==> src/design/assert_macros.svh <==
// Assertion helpers shared by the halftoner modules.
`ifndef ASSERT_MACROS_SVH
`define ASSERT_MACROS_SVH

`ifndef ASSERT_OFF
`define SEDH_ASSERT(lbl, clk_s, rst_s, prop, msg) \
  lbl: assert property (@(posedge clk_s) disable iff (rst_s) prop) else $error(msg);
`define SEDH_ASSERT_ALWAYS(lbl, clk_s, prop, msg) \
  lbl: assert property (@(posedge clk_s) prop) else $error(msg);
`else
`define SEDH_ASSERT(lbl, clk_s, rst_s, prop, msg)
`define SEDH_ASSERT_ALWAYS(lbl, clk_s, prop, msg)
`endif

`endif

==> src/design/sedh_pkg.sv <==
`default_nettype none

package sedh_pkg;

  localparam int DEF_MAX_WIDTH  = 1024;
  localparam int DEF_MAX_HEIGHT = 4096;

  localparam int PIX_W       = 8;
  localparam int ERR_W       = 10;
  localparam int ACC_W       = ERR_W + 2;
  localparam int SHARE_SHIFT = 4;
  localparam int PROD_W      = ERR_W + SHARE_SHIFT;
  localparam int PIX_MAX     = 255;

  localparam int IMG_W_W    = 11;
  localparam int IMG_H_W    = 13;
  localparam int CFG_IDX_W  = 2;
  localparam int CFG_DATA_W = 13;

  localparam logic [IMG_W_W-1:0] IMG_WIDTH_RST  = 11'd256;
  localparam logic [IMG_H_W-1:0] IMG_HEIGHT_RST = 13'd256;
  localparam logic [PIX_W-1:0]   THRESHOLD_RST  = 8'd128;
  localparam logic [PIX_W-1:0]   PIX_WHITE      = 8'hFF;
  localparam logic [PIX_W-1:0]   PIX_BLACK      = 8'h00;

  typedef enum logic [CFG_IDX_W-1:0] {
    CFG_IMAGE_WIDTH  = 2'd0,
    CFG_IMAGE_HEIGHT = 2'd1,
    CFG_THRESHOLD    = 2'd2
  } cfg_reg_t;

  // Position of the pixel held in the input stage.
  typedef struct packed {
    logic first;      // first pixel of its row
    logic row_end;
    logic frame_end;
    logic row0;       // first row of the frame: nothing diffused from above
    logic l2r;        // row runs left to right
  } pos_flags_t;

endpackage

`default_nettype wire

==> src/design/sedh_diffuse.sv <==
`default_nettype none

`include "assert_macros.svh"

module sedh_diffuse import sedh_pkg::*; #(
  parameter int MAX_WIDTH = DEF_MAX_WIDTH,
  localparam int COL_W = $clog2(MAX_WIDTH)
) (
  input  wire logic              clk,
  input  wire logic              rst,
  input  wire logic              stage_valid,
  input  wire logic [PIX_W-1:0]  stage_pixel,
  input  wire logic [COL_W-1:0]  stage_x,
  input  wire pos_flags_t        stage_pos,
  input  wire logic [ERR_W-1:0]  ram_rdata,
  input  wire logic [PIX_W-1:0]  threshold,
  output logic                   fire,
  output logic                   wr_en,
  output logic      [COL_W-1:0]  wr_addr,
  output logic      [ERR_W-1:0]  wr_data,
  output logic                   result_valid,
  input  wire logic              result_ready,
  output logic      [PIX_W-1:0]  pixel_out,
  output logic                   row_end,
  output logic                   frame_end
);

  // carry: share for the next pixel in the row.
  // p_part: partial sum for the next-row entry under the last pixel.
  // q_part: partial sum for the entry one step further along.
  logic signed [ERR_W-1:0] carry, p_part, q_part;

  logic signed [ERR_W-1:0]  below_err, err, s7, s5, s3, s1, q_base;
  logic signed [ACC_W-1:0]  acc;
  logic signed [PROD_W-1:0] e, p7, p5, p3;
  logic        [PIX_W-1:0]  adj;
  logic                     out_hi;

  assign fire = stage_valid && (!result_valid || result_ready);

  always_comb begin
    if (stage_pos.row0) begin
      below_err = '0;
    end else if (stage_pos.first) begin
      // last entry of the previous row never went to the store
      below_err = p_part;
    end else begin
      below_err = $signed(ram_rdata);
    end

    acc = $signed(ACC_W'(stage_pixel)) + ACC_W'(below_err) + ACC_W'(carry);
    if (acc < 0) begin
      adj = PIX_BLACK;
    end else if (acc > ACC_W'(PIX_MAX)) begin
      adj = PIX_WHITE;
    end else begin
      adj = acc[PIX_W-1:0];
    end
    out_hi = (adj >= threshold);
    err    = $signed(ERR_W'(adj) - (out_hi ? ERR_W'(PIX_MAX) : ERR_W'(0)));

    e  = PROD_W'(err);
    p7 = (e <<< 3) - e;
    p5 = (e <<< 2) + e;
    p3 = (e <<< 1) + e;
    // floor(w*err/16): arithmetic shift, keep the upper bits
    s7 = $signed(p7[PROD_W-1:SHARE_SHIFT]);
    s5 = $signed(p5[PROD_W-1:SHARE_SHIFT]);
    s3 = $signed(p3[PROD_W-1:SHARE_SHIFT]);
    s1 = $signed(e[PROD_W-1:SHARE_SHIFT]);

    q_base = stage_pos.first ? '0 : q_part;

    // entry behind this pixel is complete once its 3/16 share lands
    wr_en   = fire && !stage_pos.first;
    wr_addr = stage_pos.l2r ? (stage_x - COL_W'(1)) : (stage_x + COL_W'(1));
    wr_data = p_part + s3;
  end

  always_ff @(posedge clk) begin
    if (rst) begin
      carry  <= '0;
      p_part <= '0;
      q_part <= '0;
    end else if (fire) begin
      carry  <= stage_pos.row_end ? '0 : s7;
      p_part <= q_base + s5;
      q_part <= s1;
    end
  end

  always_ff @(posedge clk) begin
    if (rst) begin
      result_valid <= 1'b0;
    end else if (fire) begin
      result_valid <= 1'b1;
    end else if (result_ready) begin
      result_valid <= 1'b0;
    end
  end

  always_ff @(posedge clk) begin
    if (fire) begin
      pixel_out <= out_hi ? PIX_WHITE : PIX_BLACK;
      row_end   <= stage_pos.row_end;
      frame_end <= stage_pos.frame_end;
    end
  end

  `SEDH_ASSERT(a_carry_clear, clk, rst, (fire && stage_pos.row_end) |=> (carry == '0),
               "carry not cleared after row end")
  `SEDH_ASSERT(a_fire_result, clk, rst, fire |=> result_valid,
               "transaction fired but no result")
  `SEDH_ASSERT(a_frame_is_row_end, clk, rst, (result_valid && frame_end) |-> row_end,
               "frame end without row end")

endmodule

`default_nettype wire
==> config.mk <==
export PLATFORM = sky130hd
export DESIGN_NAME = sedh_diffuse
export DESIGN_NICKNAME = d
export VERILOG_FILES = /design/src/design/sedh_pkg.sv /design/src/design/sedh_diffuse.sv
export VERILOG_INCLUDE_DIRS = /design/src /design/src/design
export SDC_FILE = /design/constraint.sdc
export NUM_CORES = 1
export LEC_CHECK = 0
export BUFFER_PORTS_ARGS = -buffer_cell sky130_fd_sc_hd__buf_2
export CORE_UTILIZATION = 40
export DETAILED_ROUTE_END_ITERATION = 12
export GPL_TIMING_DRIVEN = 0
export SLEW_MARGIN = 20
export SYNTH_ARGS = -nofsm -noshare
export SYNTH_HDL_FRONTEND = slang
export SYNTH_SLANG_ARGS = --single-unit
==> constraint.sdc <==
create_clock -name clk -period 14.5 [get_ports clk]
set_clock_uncertainty 0.2 [all_clocks]
set_input_delay 2.9 -clock clk [delete_from_list [all_inputs] [get_ports clk]]
set_output_delay 2.9 -clock clk [all_outputs]
set_load 0.05 [all_outputs]
# Word-level counts from Yosys, hierarchy flattened
# Cells that the tools add are included.
# word_totals
reg_bits	36
in_bits	45
word_cells	37
# classes
n_addsub	10
order_cmp	3
muxes	11
reduce_logical	6
# ops
cell	n
two-way mux 10 bit	5
two-way mux 8 bit	4
subtractor 12 x 9 -> 13 bit	1
adder 11 x 10 -> 12 bit	1
adder 11 x 9 -> 12 bit	1
greater-than comparator 12 x 9 -> 1 bit (second input constant)	1
< comparator 12 x 1 -> 1 bit (second input constant)	1
adder 10 x 9 -> 11 bit	1
adder 9 x 10 -> 11 bit	1
adder 10 x 1 -> 10 bit (second input constant)	1
adder 10 x 7 -> 10 bit	1
adder 10 x 8 -> 10 bit	1
subtractor 10 x 1 -> 10 bit (second input constant)	1
subtractor 8 x 8 -> 9 bit	1
greater-or-equal comparator 8 bit	1
logical AND 1 bit	2
zero test 1 bit	2
two-way mux 1 bit	2
nonzero test 2 bit	1
logical OR 1 bit	1

# Depth between registers and ports, before layout
# depth
word_depth	12
mapped_depth	46

# Worst setup path after synthesis
# OpenSTA, ideal clock, no wires.
# synth_path
path_type	input-to-output
from	input stage_pos[4] (netlist name)
to	output wr_data[8]
arrival_ns	12.348
required_time_ns	11.400
setup_slack_ns	-0.948
path_stages	44
n_path_buf	2
path_cell_list	clkbuf_1 > buf_1 > mux2i_1 > nor2_1 > fa_1 > ha_1 > fa_1 > a21o_1 > a21oi_1 > o21bai_1 > a2111oi_0 > nor2_1 > xor2_1 > nor3_2 > a21o_1 > ha_1 > nand2b_1 > a21o_1 > (+8 left out) > o21a_1 > nor3_1 > or2_2 > inv_1 > ha_1 > o21ai_0 > nor2b_1 > o31ai_1 > a221o_1 > a21oi_1 > xnor2_1 > ha_1 > a21boi_0 > o21ai_0 > nand2b_1 > a21o_1 > a21oi_1 > xnor2_1
# synth_between
elab_chain_cells	12
elab_cells_between_ends	13
# synth_lines
element	line	text
from (decl)	sedh_diffuse.sv:14	input wire pos_flags_t stage_pos,
two-way mux 10 bit *	sedh_diffuse.sv:44	end else if (stage_pos.first) begin
two-way mux 10 bit *	sedh_diffuse.sv:42	if (stage_pos.row0) begin
adder 9 x 10 -> 11 bit *	sedh_diffuse.sv:51	acc = $signed(ACC_W'(stage_pixel)) + ACC_W'(below_err) + ACC_W'(carry);
adder 11 x 10 -> 12 bit *	sedh_diffuse.sv:51	
greater-than comparator 12 x 9 -> 1 bit	sedh_diffuse.sv:54	end else if (acc > ACC_W'(PIX_MAX)) begin
two-way mux 8 bit	sedh_diffuse.sv:54	
two-way mux 8 bit *	sedh_diffuse.sv:52	if (acc < 0) begin
greater-or-equal comparator 8 bit	sedh_diffuse.sv:59	out_hi = (adj >= threshold);
two-way mux 8 bit	sedh_diffuse.sv:60	err = $signed(ERR_W'(adj) - (out_hi ? ERR_W'(PIX_MAX) : ERR_W'(0)));
subtractor 8 x 8 -> 9 bit *	sedh_diffuse.sv:60	
adder 10 x 9 -> 11 bit *	sedh_diffuse.sv:65	p3 = (e <<< 1) + e;
adder 10 x 7 -> 10 bit *	sedh_diffuse.sv:77	wr_data = p_part + s3;
to (decl)	sedh_diffuse.sv:20	output logic [ERR_W-1:0] wr_data,
# Mark *: on every way between the ends. The rest lies on a longest branch, timed or not.

# Final worst setup path
# layout_path
from	input stage_pos[4] (netlist name)
to	output wr_data[8]
# layout_between
elab_chain_cells	12
elab_cells_between_ends	13
# layout_lines
element	line	text
two-way mux 10 bit *	sedh_diffuse.sv:44	
two-way mux 10 bit *	sedh_diffuse.sv:42	
adder 9 x 10 -> 11 bit *	sedh_diffuse.sv:51	
adder 11 x 10 -> 12 bit *	sedh_diffuse.sv:51	
greater-than comparator 12 x 9 -> 1 bit	sedh_diffuse.sv:54	
two-way mux 8 bit	sedh_diffuse.sv:54	
two-way mux 8 bit *	sedh_diffuse.sv:52	
greater-or-equal comparator 8 bit *	sedh_diffuse.sv:59	
via out_hi	sedh_diffuse.sv:37	logic out_hi;
two-way mux 8 bit *	sedh_diffuse.sv:60	
subtractor 8 x 8 -> 9 bit *	sedh_diffuse.sv:60	
adder 10 x 9 -> 11 bit *	sedh_diffuse.sv:65	
adder 10 x 7 -> 10 bit *	sedh_diffuse.sv:77	
# Mark *: on every way through the listed nets, which the timed path passes. The rest lies on a longest branch.

==> metrics.yaml <==
routing:
  wl_met2_um: 5740
  met1_length_um: 5080
  dr.pass1.iters: 4
  num_vias: 4138
  drtIter0Drc: 160
  routedWlPerCell_um: 14.6
  wl_met3_um: 458
  routed_wl_um: 11400
  via_per_inst: 5.26
  drcViolationCount: 0
  maxUsedRoutingLayer: "met4"
  ant_nets: 0
critical_path:
  r2r-end: "p_part[9]$_SDFFE_PP0P_"
  r2r_cells: 46
  critPathSlowestCell: "fa_1"
  cp-start-kind: "input pin"
  setup.worst_path.end_class: "output pin"
  startpoint: "stage_pos[4]"
  path_common_cell: "a21o_1"
  cp.required_ps: 11400
  worstPathMaxFanout: 6
  arrival_ps: 11530
  rrSetupSlack_ps: 4940
  cpPeakStageDelay_ps: 470
  critPathKind: "input pin to output pin"
  r2r_start: "p_part[1]$_SDFFE_PP0P_"
yosys:
  synth_area_sq_um: 4280
  async_reset_ff_share_pct: 0
  yosys_warnings: 0
  synth_cell_types: 67
  ys_seq_area_share_pct: 13.8
  synth_nets: 659
  synth_edf_count: 3
  avgSynthCellArea_sq_um: 8.08
  ys.flop_type: "dfxtp_1"
  synthCells: 530
  ys_ff_latch: 28
run_status:
  status: "finished with violations"
  violations: "setup timing"
cells_and_area:
  fin_cells: 786
  area_growth_pct: 34.8
  nets: 780
  drive_gt1_share_pct: 33.4
  diodes: 0
sta:
  fmax_mhz: 68.4
  min_period_ps: 14630
  setup_violations: 2
  period_share_pct: 101
  hold_viol: 0
  rsz0062_at_grt: "yes"
  hold_slack_ps: 267
  slew_viol_final: 0
  finalSetupTns_ps: -241
  worst_slack_ps: -129
  worstMarginPinSlew_ps: 802
  relSlewSlack_pct: 46.5
floorplan:
  fp-row-count: 37
  initial_core_util_pct: 41.3
  die_x_um: 105
  core-area_sq_um: 10400
  die_area_sq_um: 11100
  die_h_um: 105
  ioPinCount: 78
clocking:
  numCtsBuffers: 3
  clk_pin_slew_ps: 110
  clock_path_buffers: 2
  tritoncts: "done"
  cts-root-buf: "clkbuf_8"
  ctsHoldBuffers: 0
  clock-sinks: 28
  clk_latency_ps: 290
  htreeDepth: 1
min_path:
  min_path_type: "flip-flop to flip-flop"
  hold_start: "q_part[4]$_SDFFE_PP0P_"
  min_to: "q_part[4]$_SDFFE_PP0P_"
  hold_depth: 2
place:
  place_congestion: 0.844
  dpl.hpwl_um: 8480
  placed_cells: 740
  io_buffers: 74
flow_run:
  cap_violations: 0
grt:
  grt_pass1_vias: 3976
  antenna_found_initial: 0
  grt_max_degree: 16
  grt.total_usage_pct: 20.6
  gr-total-overflow: 0
  grt_pass1_wl_um: 18600
[sequential cells by signal, summed over array words and instances (netlist names)]
name and flops:
row_end 1, frame_end 1, q_part 5, p_part 10, pixel_out 1, carry 9, result_valid 1
[layout make-up]
class | count | area [sq um]
plain buffers | 18 | 123
multi-input cells | 417 | 3820
fillers | 972 | 4600
flip-flops and latches | 28 | 591
repair buffers | 116 | 742
well taps | 136 | 170
inverters | 67 | 267
clock buffers | 4 | 55.1
[worst max-delay path by stage]
stage	endpoint	slack (ps)
global placement	wr_data[8]	-1420
global route	wr_data[8]	-560
floorplan	wr_data[8]	-80
detailed placement	wr_data[8]	-1460
CTS	wr_data[9]	-220
finish	wr_data[8]	-130
[timing repair]
item / 4_1_cts / 5_1_grt
pin swaps: 46 / 40
endpoints found under the setup margin: 9 / 7
gates resized for setup: 69 / 29
buffers inserted: 31 / 11
[Yosys cell counts (7+ instances only)]
master    instances  area share, %
a21o_1           19            3.3
nand2b_1         10            1.5
nor3_1            9            1.1
o21bai_1          8            1.4
dfxtp_1          25             12
ha_1             71             21
clkbuf_1         10           0.88
or2_2             8            1.2
xor2_1           16            3.3
nor2b_1          10            1.5
inv_1            62            5.4
a21oi_1          52            6.1
nor2_1           36            3.2
nand2_1          27            2.4
buf_4             7            1.2
xnor2_1          29            5.9
fa_1             13            6.1
mux2i_1          12            2.8
o21ai_0          15            1.8
[layout by cell type, fill, tap and decap left out, drive strengths merged, types with 12 or more instances in the layout]
cell    netlist  final
buf           8    123
inv          66     66
clkbuf       10     15
nand2        27     27
nor2         37     37
ha           71     71
a21o         19     19
a21oi        52     52
dfxtp        25     25
o21ai        17     17
fa           13     13
xnor2        31     31
mux2i        12     12
xor2         16     16
[metal layers]
metal,vias to the layer above,global-route usage (%)
met2,101,37.5
met1,1931,26.6
met4,0,4.53
met3,12,1.24
li1,2094,-
met5,-,0
[metrics by stage]
stage,setup WS (ps),instance area [sq um],util [%]
2_1_floorplan,-76.3,4420,-
3_3_place_gp,-1420,4960,47.8
3_5_place_dp,-1460,4960,47.8
4_1_cts,-225,5550,53.5
5_1_grt,-560,5770,55.7
6_report,-129,5770,55.7
[logic make-up (layout without fill, tap and decap cells)]
kind of cell / Yosys count / count (layout) / synth area share, %
AO/OA/AOI/OAI: 148 / 148 / 23.4
XOR/XNOR: 47 / 47 / 9.96
adder cells (fa/ha/maj): 85 / 85 / 27.1
buffers and inverters: 85 / 205 / 8.24
flip-flops: 28 / 28 / 13.8
multiplexers: 13 / 13 / 3.07
AND/OR/NAND/NOR: 124 / 124 / 14.5
[worst max-delay path, delay by kind of cell]
family / cells / cell delay, ps
AO/OA/AOI/OAI: 21 / 3830
XOR/XNOR: 3 / 460
adder cells (fa/ha/maj): 7 / 1910
buffers and inverters: 5 / 560
multiplexers: 1 / 190
AND/OR/NAND/NOR: 9 / 1650
Power is not shown: default switching activity piles up to over one toggle a cycle in this logic, so the estimate is an artifact.
