--- src/design/assert_macros.svh ---
// Assertion helpers shared by the halftoner modules.
`ifndef ASSERT_MACROS_SVH
`define ASSERT_MACROS_SVH

`ifndef ASSERT_OFF
`define SEDH_ASSERT(lbl, clk_s, rst_s, prop, msg) \
  lbl: assert property (@(posedge clk_s) disable iff (rst_s) prop) else $error(msg);
`define SEDH_ASSERT_ALWAYS(lbl, clk_s, prop, msg) \
  lbl: assert property (@(posedge clk_s) prop) else $error(msg);
`else
`define SEDH_ASSERT(lbl, clk_s, rst_s, prop, msg)
`define SEDH_ASSERT_ALWAYS(lbl, clk_s, prop, msg)
`endif

`endif

--- src/design/sedh_pkg.sv ---
`default_nettype none

package sedh_pkg;

  localparam int DEF_MAX_WIDTH  = 1024;
  localparam int DEF_MAX_HEIGHT = 4096;

  localparam int PIX_W       = 8;
  localparam int ERR_W       = 10;
  localparam int ACC_W       = ERR_W + 2;
  localparam int SHARE_SHIFT = 4;
  localparam int PROD_W      = ERR_W + SHARE_SHIFT;
  localparam int PIX_MAX     = 255;

  localparam int IMG_W_W    = 11;
  localparam int IMG_H_W    = 13;
  localparam int CFG_IDX_W  = 2;
  localparam int CFG_DATA_W = 13;

  localparam logic [IMG_W_W-1:0] IMG_WIDTH_RST  = 11'd256;
  localparam logic [IMG_H_W-1:0] IMG_HEIGHT_RST = 13'd256;
  localparam logic [PIX_W-1:0]   THRESHOLD_RST  = 8'd128;
  localparam logic [PIX_W-1:0]   PIX_WHITE      = 8'hFF;
  localparam logic [PIX_W-1:0]   PIX_BLACK      = 8'h00;

  typedef enum logic [CFG_IDX_W-1:0] {
    CFG_IMAGE_WIDTH  = 2'd0,
    CFG_IMAGE_HEIGHT = 2'd1,
    CFG_THRESHOLD    = 2'd2
  } cfg_reg_t;

  // Position of the pixel held in the input stage.
  typedef struct packed {
    logic first;      // first pixel of its row
    logic row_end;
    logic frame_end;
    logic row0;       // first row of the frame: nothing diffused from above
    logic l2r;        // row runs left to right
  } pos_flags_t;

endpackage

`default_nettype wire

--- src/design/sedh_scan.sv ---
`default_nettype none

`include "assert_macros.svh"

module sedh_scan import sedh_pkg::*; #(
  parameter int MAX_WIDTH  = DEF_MAX_WIDTH,
  parameter int MAX_HEIGHT = DEF_MAX_HEIGHT,
  localparam int COL_W = $clog2(MAX_WIDTH),
  localparam int ROW_W = (MAX_HEIGHT > 1) ? $clog2(MAX_HEIGHT) : 1
) (
  input  wire logic                  clk,
  input  wire logic                  rst,
  input  wire logic                  cfg_write,
  input  wire logic [CFG_IDX_W-1:0]  cfg_index,
  input  wire logic [CFG_DATA_W-1:0] cfg_data,
  input  wire logic                  pixel_in_valid,
  output logic                       pixel_in_ready,
  input  wire logic [PIX_W-1:0]      pixel_in,
  input  wire logic                  advance,
  output logic                       stage_valid,
  output logic      [PIX_W-1:0]      stage_pixel,
  output logic      [COL_W-1:0]      stage_x,
  output pos_flags_t                 stage_pos,
  output logic                       read_en,
  output logic      [COL_W-1:0]      read_x,
  output logic      [PIX_W-1:0]      threshold
);

  logic [IMG_W_W-1:0] image_width;
  logic [IMG_H_W-1:0] image_height;
  logic [COL_W-1:0]   column_count;
  logic [ROW_W-1:0]   row_count;

  logic [COL_W-1:0] wlast, col;
  logic [ROW_W-1:0] hlast, row;
  logic             accept, l2r, row_end_pos, frame_end_pos;

  always_ff @(posedge clk) begin
    if (rst) begin
      image_width  <= IMG_WIDTH_RST;
      image_height <= IMG_HEIGHT_RST;
      threshold    <= THRESHOLD_RST;
    end else if (cfg_write) begin
      unique case (cfg_index)
        CFG_IMAGE_WIDTH:  image_width  <= cfg_data[IMG_W_W-1:0];
        CFG_IMAGE_HEIGHT: image_height <= cfg_data[IMG_H_W-1:0];
        CFG_THRESHOLD:    threshold    <= cfg_data[PIX_W-1:0];
        default: ;
      endcase
    end
  end

  // Last column and last row, with out-of-range settings clamped.
  always_comb begin
    if (image_width == '0) begin
      wlast = '0;
    end else if (32'(image_width) > MAX_WIDTH) begin
      wlast = COL_W'(MAX_WIDTH - 1);
    end else begin
      wlast = COL_W'(image_width - IMG_W_W'(1));
    end
    if (image_height == '0) begin
      hlast = '0;
    end else if (32'(image_height) > MAX_HEIGHT) begin
      hlast = ROW_W'(MAX_HEIGHT - 1);
    end else begin
      hlast = ROW_W'(image_height - IMG_H_W'(1));
    end
  end

  always_comb begin
    col           = (column_count > wlast) ? wlast : column_count;
    row           = (row_count > hlast) ? hlast : row_count;
    l2r           = row[0];
    read_x        = l2r ? col : (wlast - col);
    row_end_pos   = (col == wlast);
    frame_end_pos = row_end_pos && (row == hlast);
  end

  assign pixel_in_ready = !stage_valid || advance;
  assign accept         = pixel_in_valid && pixel_in_ready;
  assign read_en        = accept;

  always_ff @(posedge clk) begin
    if (rst) begin
      column_count <= '0;
      row_count    <= '0;
    end else if (accept) begin
      if (frame_end_pos) begin
        column_count <= '0;
        row_count    <= '0;
      end else if (row_end_pos) begin
        column_count <= '0;
        row_count    <= row + ROW_W'(1);
      end else begin
        column_count <= col + COL_W'(1);
        row_count    <= row;
      end
    end
  end

  always_ff @(posedge clk) begin
    if (rst) begin
      stage_valid <= 1'b0;
    end else if (accept) begin
      stage_valid <= 1'b1;
    end else if (advance) begin
      stage_valid <= 1'b0;
    end
  end

  always_ff @(posedge clk) begin
    if (accept) begin
      stage_pixel         <= pixel_in;
      stage_x             <= read_x;
      stage_pos.first     <= (col == '0);
      stage_pos.row_end   <= row_end_pos;
      stage_pos.frame_end <= frame_end_pos;
      stage_pos.row0      <= (row == '0);
      stage_pos.l2r       <= l2r;
    end
  end

  `SEDH_ASSERT(a_ready_when_empty, clk, rst, !stage_valid |-> pixel_in_ready,
               "input stage empty but not ready")
  `SEDH_ASSERT(a_row_wrap, clk, rst, (accept && row_end_pos) |=> (column_count == '0),
               "column counter did not wrap at row end")
  `SEDH_ASSERT(a_no_advance_empty, clk, rst, advance |-> stage_valid,
               "advance with empty input stage")

endmodule

`default_nettype wire

--- config.mk ---
export PLATFORM = sky130hd
export DESIGN_NAME = sedh_scan
export DESIGN_NICKNAME = d
export VERILOG_FILES = /design/src/design/sedh_pkg.sv /design/src/design/sedh_scan.sv
export VERILOG_INCLUDE_DIRS = /design/src /design/src/design
export SDC_FILE = /design/constraint.sdc
export NUM_CORES = 1
export LEC_CHECK = 0
export BUFFER_PORTS_ARGS = -buffer_cell sky130_fd_sc_hd__buf_2
export CAP_MARGIN = 0
export CORE_UTILIZATION = 60
export CTS_BUF_LIST = sky130_fd_sc_hd__clkbuf_8
export CTS_CLUSTER_DIAMETER = 150
export DETAILED_ROUTE_END_ITERATION = 7
export PLACE_DENSITY = 0.79
export SETUP_SLACK_MARGIN = 0.15
export SLEW_MARGIN = 5
export SYNTH_ARGS = -nofsm -noshare
export SYNTH_HDL_FRONTEND = slang
export SYNTH_SLANG_ARGS = --single-unit
--- constraint.sdc ---
create_clock -name clk -period 15.5 [get_ports clk]
set_input_delay 0.775 -clock clk [delete_from_list [all_inputs] [get_ports clk]]
set_output_delay 0.775 -clock clk [all_outputs]
set_load 0.02 [all_outputs]
=== Word-level counts from Yosys, hierarchy flattened ===
Cells that the tools add are included.

* $add $sub $neg: 5
* Magnitude comparators: 4
* Eq/ne operators: 4
* Multiplexer cells: 13
* Reductions and logical operators: 13

{| class="wikitable"
|+ Operators with widths
! kind !! count
|-
| 10-bit two-way mux || 6
|-
| 12-bit two-way mux || 5
|-
| 13-bit > comparator (second input constant) || 1
|-
| 13-bit zero test || 1
|-
| 12-bit by 1-bit adder with 12-bit output (second input constant) || 1
|-
| 12-bit equality test || 1
|-
| 12-bit > comparator || 1
|-
| 12-bit zero test || 1
|-
| 12-bit by 1-bit subtractor with 12-bit output (second input constant) || 1
|-
| 11-bit > comparator (second input constant) || 1
|-
| 11-bit zero test || 1
|-
| 10-bit by 1-bit adder with 10-bit output (second input constant) || 1
|-
| 10-bit equality test || 1
|-
| 10-bit > comparator || 1
|-
| 10-bit zero test || 1
|-
| 10-bit by 1-bit subtractor with 10-bit output (second input constant) || 1
|-
| 10-bit subtractor || 1
|-
| 2-bit AND reduction || 3
|-
| 2-bit by 1-bit equality test with 1-bit output (second input constant) || 1
|-
| 2-bit equality test (second input constant) || 1
|-
| 1-bit logical AND || 2
|-
| 2-bit zero test || 1
|-
| 1-bit two-way mux || 2
|-
| 2-bit nonzero test || 1
|-
| 2 further kinds || 2
|}

* Flip-flop bits (word level): 78
* Input port bits: 28

=== Depth between registers and ports, before layout ===
* Word-level depth: 8
* Depth in mapped cells: 27
* Depth with buffers taken out: 24

=== Worst setup path after synthesis ===
No wires, ideal clock.

* Path kind: register -> output
* From: reg image_width[0]
* To: out read_x[8]
* Arrival: 5.949 ns
* Required time: 14.725 ns
* Path slack: 8.776 ns
* Stages on the path, launching flop included: 26
* Path buffers: 3
* Cell sequence: dfxtp_1 > inv_1 > ha_1 > or4b_1 > buf_2 > nor3_2 > nor2_1 > o21ai_0 > ha_1 > nor2b_1 > o21bai_1 > a31oi_1 > o21ai_1 > clkbuf_1 > buf_1 > nor2_1 > a21oi_1 > inv_1 > fa_1 > and3_1 > o22ai_1 > o211ai_1 > a21oi_1 > a21oi_1 > xor2_1 > o21ai_0

* Cells in the longest elaborated chain, start to end: 7
* Elaborated cells on any way between the ends: 9
* Classes of those cells: add/sub: 2; order compare: 2; mux: 4; reduce/logical: 1

{| class="wikitable"
|+ Ends and longest elaborated chain
! what !! line !! RTL
|-
| from (decl) || sedh_scan.sv:29 || <nowiki>logic [IMG_W_W-1:0] image_width;</nowiki>
|-
| from (signal assigned) || sedh_scan.sv:45 || <nowiki>CFG_IMAGE_WIDTH: image_width <= cfg_data[IMG_W_W-1:0];</nowiki>
|-
| 10-bit by 1-bit subtractor with 10-bit output or 11-bit > comparator (tied branches) || sedh_scan.sv:60, sedh_scan.sv:57 ||
|-
| 10-bit two-way mux || sedh_scan.sv:57 || <nowiki>end else if (32'(image_width) > MAX_WIDTH) begin</nowiki>
|-
| 10-bit two-way mux * || sedh_scan.sv:55 || <nowiki>if (image_width == '0) begin</nowiki>
|-
| 10-bit > comparator || sedh_scan.sv:72 || <nowiki>col = (column_count > wlast) ? wlast : column_count;</nowiki>
|-
| 10-bit two-way mux || sedh_scan.sv:72 ||
|-
| 10-bit subtractor || sedh_scan.sv:75 || <nowiki>read_x = l2r ? col : (wlast - col);</nowiki>
|-
| 10-bit two-way mux * || sedh_scan.sv:75 ||
|-
| to (decl) || sedh_scan.sv:25 || <nowiki>output logic [COL_W-1:0] read_x,</nowiki>
|}

Mark *: on every way between the ends. The rest lies on a longest branch, timed or not.

=== Worst setup path in the final report ===
* From: reg image_width[0]
* To: out read_x[9]

The elaborated chain is that of the path after synthesis.

==> flow_summary.ini <==
[layout]
final_util_pct = 68.62
drive_gt1_share_pct = 14.96
diodes = 0
final_cell_mix = nand2_1 (83), buf_2 (71), nor2_1 (70)
nFillCells = 806
syn_to_final_growth_pct = 8.945
final_common_cell = nand2_1
finalNetCount = 849
multi_input_area_um2 = 3795
seq_area_um2 = 1792

[clock_tree]
max-clock-path-buffers = 2
cts_tree = built
cts_root_buf = clkbuf_8
numCtsBuffers = 9
path_clk_slew_ns = 0.08
htreeDepth = 3
clock-sinks = 78
cts_hold_buffers = 0
clkLatencyLatePin_ns = 0.35
ctsResizeCount = 0
cts_setup_buffers = 0

[sta]
worst_slew_pin_slew_ns = 1.101
layout_setup_ws_ns = 8.230
drv_slew = 0
final-setup-viol-count = 0
finClkSkew_ns = 0.01216
tns_ns = 0
slew_headroom_pct = 26.26
fin_crit_ns = 7.270
rsz0062_at_grt = no
hold_viol_final = 0
fmax_mhz = 137.6
period_share_pct = 46.90

[pwr]
p_leak_nw = 2.674
power_w = 0.0005312
p_per_area_nw_per_um2 = 82.21
swShare_pct = 35.80
p_clk_share_pct = 25.7
comb_power_share_pct = 31.1
pwr-share-seq_pct = 43.2
p_int_w = 0.0003410
switchingPower_w = 0.0001902
ir_worst_vdd_mv = 0.06167

[flow_run]
cap_viol_max_count = 0

[floorplan]
die_area_um2 = 10290
core_area_um2 = 9415
io_pins = 72
die_h_um = 101.4
initial_utilization_pct = 62.99
die_width_um = 101.4
rows = 35

[global_route]
gr-max-usage-layer = met2
grt_max_degree = 47
antenna_found_initial = 0
grt_pass1_vias = 5229
grt_use_total_pct = 31.33
met1_usage_pct = 43.02
grt_remaining_overflow = 0
use_met2_pct = 51.23
grt_pass1_wl_mm = 25.23
grt_use_met3_pct = 3.865

[placement]
place_worst_setup_slack_ns = 8.697
gp_congestion = 0.9441
port-buffer-count = 71
dp.final_hpwl_mm = 11.78

[drt]
drc = 0
ant_nets = 0
wl_mm = 15.73
drt-wirelength-per-cell_um = 17.13
drt_first_pass_iters = 5
initialDrtViolationCount = 386
dr_total_vias = 5688
via_per_inst = 6.196

[worst_setup_path]
critPathLaunchType = register
crit_top_cell = a21oi_1
path_cells = inv_1, ha_1, or4b_1, nor3_2, nor2_1, o21ai_0, ha_1, nor2b_1, o21bai_1, a31oi_1, o21ai_2, buf_4, nor2_1, a21oi_1, ha_1, a21oi_1, and3_1, a31oi_1, o2111ai_1, nand2_1, a21oi_1, a21oi_1, o21ai_0, buf_2
crit_fanout = 37
required_ns = 14.73
crit_type = reg2out
cpMaxStageDelayCell = or4b_1
end_kind = output pin
cp.arrival_ns = 6.49
cpPeakStageDelay_ns = 0.64

[min_path]
hp-class = reg2reg

[logic_synthesis]
synth_edf_count = 23
synth_area_um2 = 5931
synth_seq_area_share_pct = 30.21
yosys_warnings = 0
synth-seq-cells = 78
synthArstFlopShare_pct = 0
synthCells = 742
syn_nets = 806
synth_flop_cell = dfxtp_1
synth.distinct_cells = 82
synth_area_per_cell_um2 = 7.993

[outcome]
status = finished clean
cells by family after synthesis:
family	synth area share, %
adders and majority gates	8.059
xor gates and xnor gates	5.296
and+or+nand+nor	23.12
buffers and inverters	5.949
DFF	30.21
AOI/OAI and AO/OA	23.31
muxes	4.051
through the flow:
| step | cell area [um^2] | instances | hold WS [ns] |
|---|---|---|---|
| global route | 6461 | 918 | 0.5174 |
| CTS | 6461 | 918 | 0.4734 |
| detailed placement | 6296 | 903 | 0.4466 |
| finish | 6461 | 918 | 0.4746 |
| global placement | 6296 | 903 | 0.4470 |
| floorplan | 5931 | 742 | 0.4486 |
metal layers:
layer  up-vias  share of wire (%)
met5         -                  0
met4         0                1.7
met3        33                8.3
met2       297                 46
met1      2571                 44
li1       2787                  -
path summary, 6_finish.rpt:
kind / slack (ns) / from / cells past startpoint / to
max: 8.23 / image_width[0]$_SDFFE_PP0P_ / 24 / read_x[9]
min: 0.47 / threshold[7]$_SDFFE_PP1P_ / 1 / threshold[7]$_SDFFE_PP1P_
max reg2reg: 9.02 / image_width[0]$_SDFFE_PP0P_ / 24 / row_count[11]$_SDFFE_PP0P_
min reg2reg: 0.47 / threshold[7]$_SDFFE_PP1P_ / 1 / threshold[7]$_SDFFE_PP1P_
power by group through the flow:
stage / Sequential (W) / Clock, W / Combinational [W]
2_1_floorplan: 0.000242 / 0 / 0.000109
3_3_place_gp: 0.000234 / 0 / 0.000158
3_5_place_dp: 0.000234 / 0 / 0.000162
4_1_cts: 0.000230 / 0.000138 / 0.000162
5_1_grt: 0.000231 / 0.000143 / 0.000180
6_report: 0.000230 / 0.000137 / 0.000165
state kept, by name (all words and copies together) (netlist names):
| register | count |
|---|---|
| stage_pos | 5 |
| stage_valid | 1 |
| image_height | 13 |
| stage_x | 10 |
| threshold | 8 |
| stage_pixel | 8 |
| row_count | 12 |
| image_width | 11 |
| column_count | 10 |
Yosys cell counts (20+ instances only):
cell      instances  share of area, %
clkbuf_1         29               1.8
ha_1             35               7.4
o21ai_0          42               3.5
mux2i_1          24               4.1
xnor2_1          21               3.1
nor2_1           70               4.4
inv_1            42               2.7
nor3_1           20               1.7
edfxtp_1         23                12
a21oi_1          59               5.0
nand2_1          83               5.3
nand3_1          20               1.7
dfxtp_1          55                19
worst max-delay path: cells and delay by family (launching register included):
kind	cells	cell delay (ns)
AOI/OAI and AO/OA	11	2.46
and+or+nand+nor	7	1.75
adders and majority gates	3	0.91
buffers and inverters	3	0.66
DFF	1	0.35
area by class of cell:
class	count	area share (%)
Clock buffer	10	2.130
Clock inverter	5	0.4260
Inverter	46	2.750
Multi-Input combinational cell	577	58.73
Sequential cell	78	27.73
Tap cell	129	2.498
Timing Repair Buffer	73	5.732
(Power assumes the default switching activity.)
